[src/rtl/core/bicubic_bspline_surface_eval_macros.svh]
// Assertion macros shared by the surface evaluator RTL
`ifndef BICUBIC_BSPLINE_SURFACE_EVAL_MACROS_SVH
`define BICUBIC_BSPLINE_SURFACE_EVAL_MACROS_SVH
`ifndef NO_ASSERTIONS
// Plain check at every clock edge
`define BBSE_ASSERT(lbl, clk, rstn, expr, msg) \
  lbl: assert property (@(posedge clk) disable iff (!(rstn)) (expr)) else $error(msg);
// Same-cycle implication
`define BBSE_ASSERT_IMPL(lbl, clk, rstn, ante, cons, msg) \
  lbl: assert property (@(posedge clk) disable iff (!(rstn)) (ante) |-> (cons)) else $error(msg);
// Next-cycle implication
`define BBSE_ASSERT_NEXT(lbl, clk, rstn, ante, cons, msg) \
  lbl: assert property (@(posedge clk) disable iff (!(rstn)) (ante) |=> (cons)) else $error(msg);
`else
`define BBSE_ASSERT(lbl, clk, rstn, expr, msg)
`define BBSE_ASSERT_IMPL(lbl, clk, rstn, ante, cons, msg)
`define BBSE_ASSERT_NEXT(lbl, clk, rstn, ante, cons, msg)
`endif
`endif

[src/rtl/core/bbse_pkg.sv]
// Shared types, constants and helpers of the B-spline surface evaluator
`timescale 1ns / 1ps
`default_nettype none
package bbse_pkg;

  // Lattice geometry: 64 x 64 entries, row and column wrap by truncation
  localparam int LatticeBits = 6;
  localparam int LatticeSize = 1 << LatticeBits;

  // Field widths
  localparam int CoordFracBits = 16;
  localparam int CpuBits       = 6;
  localparam int ValueWidth    = 32;

  // Basis arithmetic: Q0.28 fractions, powers up to 1.0 need one more bit
  localparam int WFrac   = 28;
  localparam int PowW    = WFrac + 1;
  localparam int WeightW = 31;  // weights scaled by 6, below 6.0
  localparam int PairW   = 29;  // pair weight in Q0.28, up to 1.0
  localparam int QuotW   = 32;  // pair product over 2^30, before the divide by 9
  localparam int AccW    = 66;

  // Divide by 9 as a multiply by ceil(2^35 / 9), exact below 2^33
  localparam int RecipShift = 35;
  localparam logic [QuotW-1:0] Recip9 = 32'd3817748708;

  // Request commands
  localparam logic CmdWrite = 1'b0;
  localparam logic CmdEval  = 1'b1;

  // Configuration register indexes
  localparam logic CfgCellsPerUnit = 1'b0;
  localparam logic CfgBaseOffset   = 1'b1;

  typedef logic [WeightW-1:0]          weight_t;
  typedef weight_t [3:0]               basis_t;
  typedef logic [LatticeBits-1:0]      idx_t;
  typedef logic signed [ValueWidth-1:0] value_t;

  // Control from the sequencer to the multiply-accumulate pipeline
  typedef struct packed {
    logic clear;
    logic tap;
    logic last;
  } mac_ctrl_t;

  // Q0.28 product rounded half up
  function automatic logic [PowW-1:0] rnd_mul(input logic [PowW-1:0] a,
                                              input logic [PowW-1:0] b);
    logic [2*PowW-1:0] p;
    p = a * b;
    p = p + ((2*PowW)'(1) << (WFrac - 1));
    return p[WFrac +: PowW];
  endfunction

endpackage
`default_nettype wire

[src/rtl/core/bbse_basis.sv]
// Iterative cubic B-spline basis unit: four weights from one fraction
`timescale 1ns / 1ps
`default_nettype none
module bbse_basis (
  input  logic                                 clk_i,
  input  logic                                 rst_ni,
  input  logic                                 start_i,
  input  logic [bbse_pkg::CoordFracBits-1:0]   frac_i,
  output logic                                 done_o,
  output bbse_pkg::basis_t                     weights_o
);
  import bbse_pkg::*;

  localparam int CalcW = 34;
  localparam logic [PowW-1:0] One = {1'b1, {WFrac{1'b0}}};
  localparam logic signed [CalcW-1:0] FourOne = CalcW'(64'd4 << WFrac);
  localparam logic signed [CalcW-1:0] SixOne  = CalcW'(64'd6 << WFrac);

  typedef enum logic [2:0] {B_IDLE, B_S2, B_S3, B_U2, B_U3, B_FIN} bstate_e;

  bstate_e state_q;
  logic    done_q;

  logic [PowW-1:0] s_q, u_q, s2_q, s3_q, u2_q, u3_q;
  logic [PowW-1:0] s_in, op_a, op_b, prod_r;
  basis_t          weights_q, weights_d;

  logic signed [CalcW-1:0] s2_x, s3_x, u3_x, b1_s, b2_s;

  // Sequencer: one rounded multiply per step, then the weight step
  always_ff @(posedge clk_i or negedge rst_ni) begin
    if (!rst_ni) begin
      state_q <= B_IDLE;
      done_q  <= 1'b0;
    end else begin
      done_q <= (state_q == B_FIN);
      unique case (state_q)
        B_IDLE: if (start_i) state_q <= B_S2;
        B_S2:   state_q <= B_S3;
        B_S3:   state_q <= B_U2;
        B_U2:   state_q <= B_U3;
        B_U3:   state_q <= B_FIN;
        B_FIN:  state_q <= B_IDLE;
        default: state_q <= B_IDLE;
      endcase
    end
  end

  // Shared multiplier operands
  always_comb begin
    op_a = s_q;
    op_b = s_q;
    unique case (state_q)
      B_S3: begin
        op_a = s2_q;
        op_b = s_q;
      end
      B_U2: begin
        op_a = u_q;
        op_b = u_q;
      end
      B_U3: begin
        op_a = u2_q;
        op_b = u_q;
      end
      default: ;
    endcase
  end

  assign prod_r = rnd_mul(op_a, op_b);
  assign s_in   = {1'b0, frac_i, {(WFrac - CoordFracBits){1'b0}}};

  // Weights scaled by 6; the second inner weight closes the partition of unity
  assign s2_x = CalcW'(s2_q);
  assign s3_x = CalcW'(s3_q);
  assign u3_x = CalcW'(u3_q);
  assign b1_s = 3 * s3_x - 6 * s2_x + FourOne;
  assign b2_s = SixOne - u3_x - b1_s - s3_x;

  always_comb begin
    weights_d[0] = WeightW'(u3_q);
    weights_d[1] = b1_s[CalcW-1] ? '0 : b1_s[WeightW-1:0];
    weights_d[2] = b2_s[CalcW-1] ? '0 : b2_s[WeightW-1:0];
    weights_d[3] = WeightW'(s3_q);
  end

  // Datapath registers
  always_ff @(posedge clk_i) begin
    if (state_q == B_IDLE && start_i) begin
      s_q <= s_in;
      u_q <= One - s_in;
    end
    if (state_q == B_S2)  s2_q <= prod_r;
    if (state_q == B_S3)  s3_q <= prod_r;
    if (state_q == B_U2)  u2_q <= prod_r;
    if (state_q == B_U3)  u3_q <= prod_r;
    if (state_q == B_FIN) weights_q <= weights_d;
  end

  assign done_o    = done_q;
  assign weights_o = weights_q;

endmodule
`default_nettype wire

[config.mk]
export PLATFORM = sky130hd
export DESIGN_NAME = bbse_basis
export DESIGN_NICKNAME = d
export VERILOG_FILES = /design/src/rtl/core/bicubic_bspline_surface_eval_macros.svh /design/src/rtl/core/bbse_pkg.sv /design/src/rtl/core/bbse_basis.sv
export SDC_FILE = /design/constraint.sdc
export NUM_CORES = 2
export LEC_CHECK = 0
export BUFFER_PORTS_ARGS = -buffer_cell sky130_fd_sc_hd__buf_2
export CAP_MARGIN = 10
export CORE_ASPECT_RATIO = 1.1
export CORE_MARGIN = 2
export CORE_UTILIZATION = 35
export DETAILED_ROUTE_END_ITERATION = 7
export MAX_ROUTING_LAYER = met4
export PLACE_DENSITY = 0.51
export REMOVE_ABC_BUFFERS = 1
export SYNTH_ARGS = -nofsm -noshare
export SYNTH_HDL_FRONTEND = slang
export SYNTH_SLANG_ARGS = --single-unit
[constraint.sdc]
create_clock -name clk_i -period 12.45 [get_ports clk_i]
set_clock_uncertainty 0.15 [all_clocks]
set_input_delay 1.8675 -clock clk_i [delete_from_list [all_inputs] [get_ports clk_i]]
set_output_delay 1.8675 -clock clk_i [all_outputs]
set_load 0.1 [all_outputs]
==> results.sh <==
export IMPL_cts_resized=0
export IMPL_routabilityCongestion=0.883
export IMPL_dieHeight_um=324
export IMPL_min_path_cells=0
export IMPL_synth_cell_type_count=78
export IMPL_ys_seq_area_frac=0.250
export IMPL_post_cts_buffers=0
export IMPL_fp_row_count=117
export IMPL_path_common_cell="inv_1"
export IMPL_postSynthAreaPerCell_um2=9.93
export IMPL_final_nets=4239
export IMPL_drive_gt1_frac=0.0874
export IMPL_drc=0
export IMPL_numCtsBuffers=26
export IMPL_cp_data_arrival_time_ns=10.41
export IMPL_rsz0062_at_grt="no"
export IMPL_syn_area_um2=32600
export IMPL_die_area_um2=95600
export IMPL_wirelength_um=92200
export IMPL_hold_buffers=0
export IMPL_clock_fmax_mhz=98.0
export IMPL_yosysMostFrequentCell="inv_1"
export IMPL_synthArstFlopShare=0.0147
export IMPL_start_util=0.353
export IMPL_yosys_area_top_type="fa_1"
export IMPL_coreArea_um2=92400
export IMPL_finalHoldViolations=0
export IMPL_clk_path_buf_depth=3
export IMPL_htreeDepth=1
export IMPL_finalMaxSlewViolations=0
export IMPL_synth_top_area_frac=0.283
export IMPL_r2r_cells=32
export IMPL_startpoint="state_q[1]"
export IMPL_use_met1=0.257
export IMPL_antenna_found_initial=5
export IMPL_crit_fanout=37
export IMPL_track_usage=0.203
export IMPL_clkTransAtPathRegs_ns=0.07
export IMPL_setup_violations=0
export IMPL_startpoint_type="register"
export IMPL_routed_via_density=4.94
export IMPL_yosysWarnings=0
export IMPL_maxSlewHeadroom=0.151
export IMPL_grt_pass1_wl_um=142000
export IMPL_yosys_top_cells_count="inv_1, fa_1, nand2_1"
export IMPL_filler_cell_count=9215
export IMPL_fin_crit_sh=0.819
export IMPL_synthTopCellsByArea="fa_1, edfxtp_1, ha_1"
export IMPL_min_from="u3_q[14]"
export IMPL_route_vias_total=23200
export IMPL_wl_per_cell_um=19.6
export IMPL_place_hpwl_um=75100
export IMPL_die_width_um=295
export IMPL_cts_tree="yes"
export IMPL_top_usage_layer="met2"
export IMPL_netlist_instances=3281
export IMPL_overflow=0
export IMPL_cts_root_buf="clkbuf_16"
export IMPL_ant_nets=0
export IMPL_end_kind="register"
export IMPL_clk_latency_ns=0.57
export IMPL_drtPass1Iterations=5
export IMPL_drt_initial_drc_count=1473
export IMPL_status="completed"
export IMPL_grt_pass1_vias=24300
export IMPL_path_class="reg2reg"
export IMPL_globalRouteMet3Util=0.0251
export IMPL_io_buffers=139
export IMPL_min_period_ns=10.20
export IMPL_synth_seq_cells=272
export IMPL_cts_sinks=272
export IMPL_use_met2=0.334
export IMPL_r2r_start="state_q[1]"
export IMPL_min_path_type="reg2reg"
export IMPL_grt_max_degree=67
export IMPL_areaGrowthSynthToFinish_pct=10.2
export IMPL_rrSetupSlack_ns=2.25
export IMPL_tightest_slew_ns=1.27
export IMPL_max_stage_delay_ns=0.76
export IMPL_num_io_pins=144
export IMPL_crit_required_ns=12.66
export IMPL_crit_slowest_cell="dfrtp_1"
export IMPL_synth_edff_count=268
export IMPL_drv_cap=0
export IMPL_synth_main_ff_cell="edfxtp_1"
export IMPL_final_setup_tns_ns=0
## cells by family (layout without fill, tap and decap cells)
logic type,count (synthesis),in the layout,synth area share
AOI/OAI and AO/OA,405,405,0.0828
xor gates and xnor gates,144,144,0.0387
adders and majority gates,797,797,0.412
buffers and inverters,711,870,0.0830
DFF,272,272,0.250
muxes,37,37,0.0117
other,1,7,0.000115
and+or+nand+nor,914,914,0.121
## cells in the final DEF, fill, tap and decap left out, types with 6 or more instances in the layout
cell	netlist	layout
a21oi_1	104	104
and3_1	10	10
a21boi_0	6	6
buf_2	10	139
nand2b_1	18	18
a211oi_1	14	14
o21bai_1	19	19
xor2_1	55	55
nor2b_1	17	17
nor2_1	344	343
clkbuf_16	0	27
o21ai_0	76	75
nor4_1	9	9
nand3_1	17	17
nand4_1	11	11
ha_1	336	336
inv_1	618	618
a31oi_1	6	6
nand2_1	359	358
o211ai_1	13	13
a21o_1	50	50
xnor2_1	89	89
mux2i_1	31	23
mux2i_2	0	7
a22oi_1	12	12
or2_2	10	10
buf_4	4	63
and2_1	38	38
edfxtp_1	268	268
a22o_1	9	9
o21ai_1	11	12
o21a_1	36	36
or3_1	16	16
fa_1	461	461
nor3_1	39	39
## critical path: cells and delay by family (launching register included)
kind / cells / cell delay (ns)
adders and majority gates: 9 / 3.67
AOI/OAI and AO/OA: 11 / 2.78
buffers and inverters: 8 / 1.29
and+or+nand+nor: 3 / 0.99
DFF: 1 / 0.76
xor gates and xnor gates: 1 / 0.30
## stage by stage
step	hold slack (ns)	cells	setup WS, ns	utilization	instance area, µm²
after floorplan	0.304	3193	0.447	-	32200
after global placement	0.384	4644	2.31	0.379	35000
after detailed placement	0.371	4644	2.20	0.379	35000
after CTS	0.388	4692	2.16	0.389	35900
after global routing	0.417	4694	1.69	0.389	35900
final	0.396	4695	2.25	0.389	35900
## flip-flops by register name (all words and copies together), names as in the netlist
signal and count:
done_o 1, s2_q 29, s3_q 29, s_q 16, state_q 3, u2_q 29
u3_q 29, u_q 16, weights_o 120
## layout make-up
| cell class | instances | area [µm²] | share of cell area |
|---|---|---|---|
| multi-input combinational | 2301 | 21800 | 0.607 |
| antenna | 3 | 7.51 | 0.000209 |
| inverter | 620 | 2330 | 0.0648 |
| clock inverter | 19 | 219 | 0.00610 |
| tap | 1249 | 1560 | 0.0435 |
| sequential | 272 | 8150 | 0.227 |
| timing repair buffer | 202 | 1170 | 0.0325 |
| clock buffer | 29 | 683 | 0.0190 |
## path summary, 6_finish.rpt
check / endpoint
worst max register to register: s3_q[28]
worst min register to register: weights_o[14]
max in group asynchronous: done_o
min in group asynchronous: state_q[0]
worst min-delay path: weights_o[14]
worst max-delay path: s3_q[28]
## routing by layer
metal  wire length (µm)  share of wire
met1              39700           0.43
met4               3380          0.037
met5                  0              0
met2              44000           0.48
met3               5150          0.056
Power is left out: the tool's default activity adds up to more than one toggle a clock period on the data nets, which glitch-free logic cannot reach.
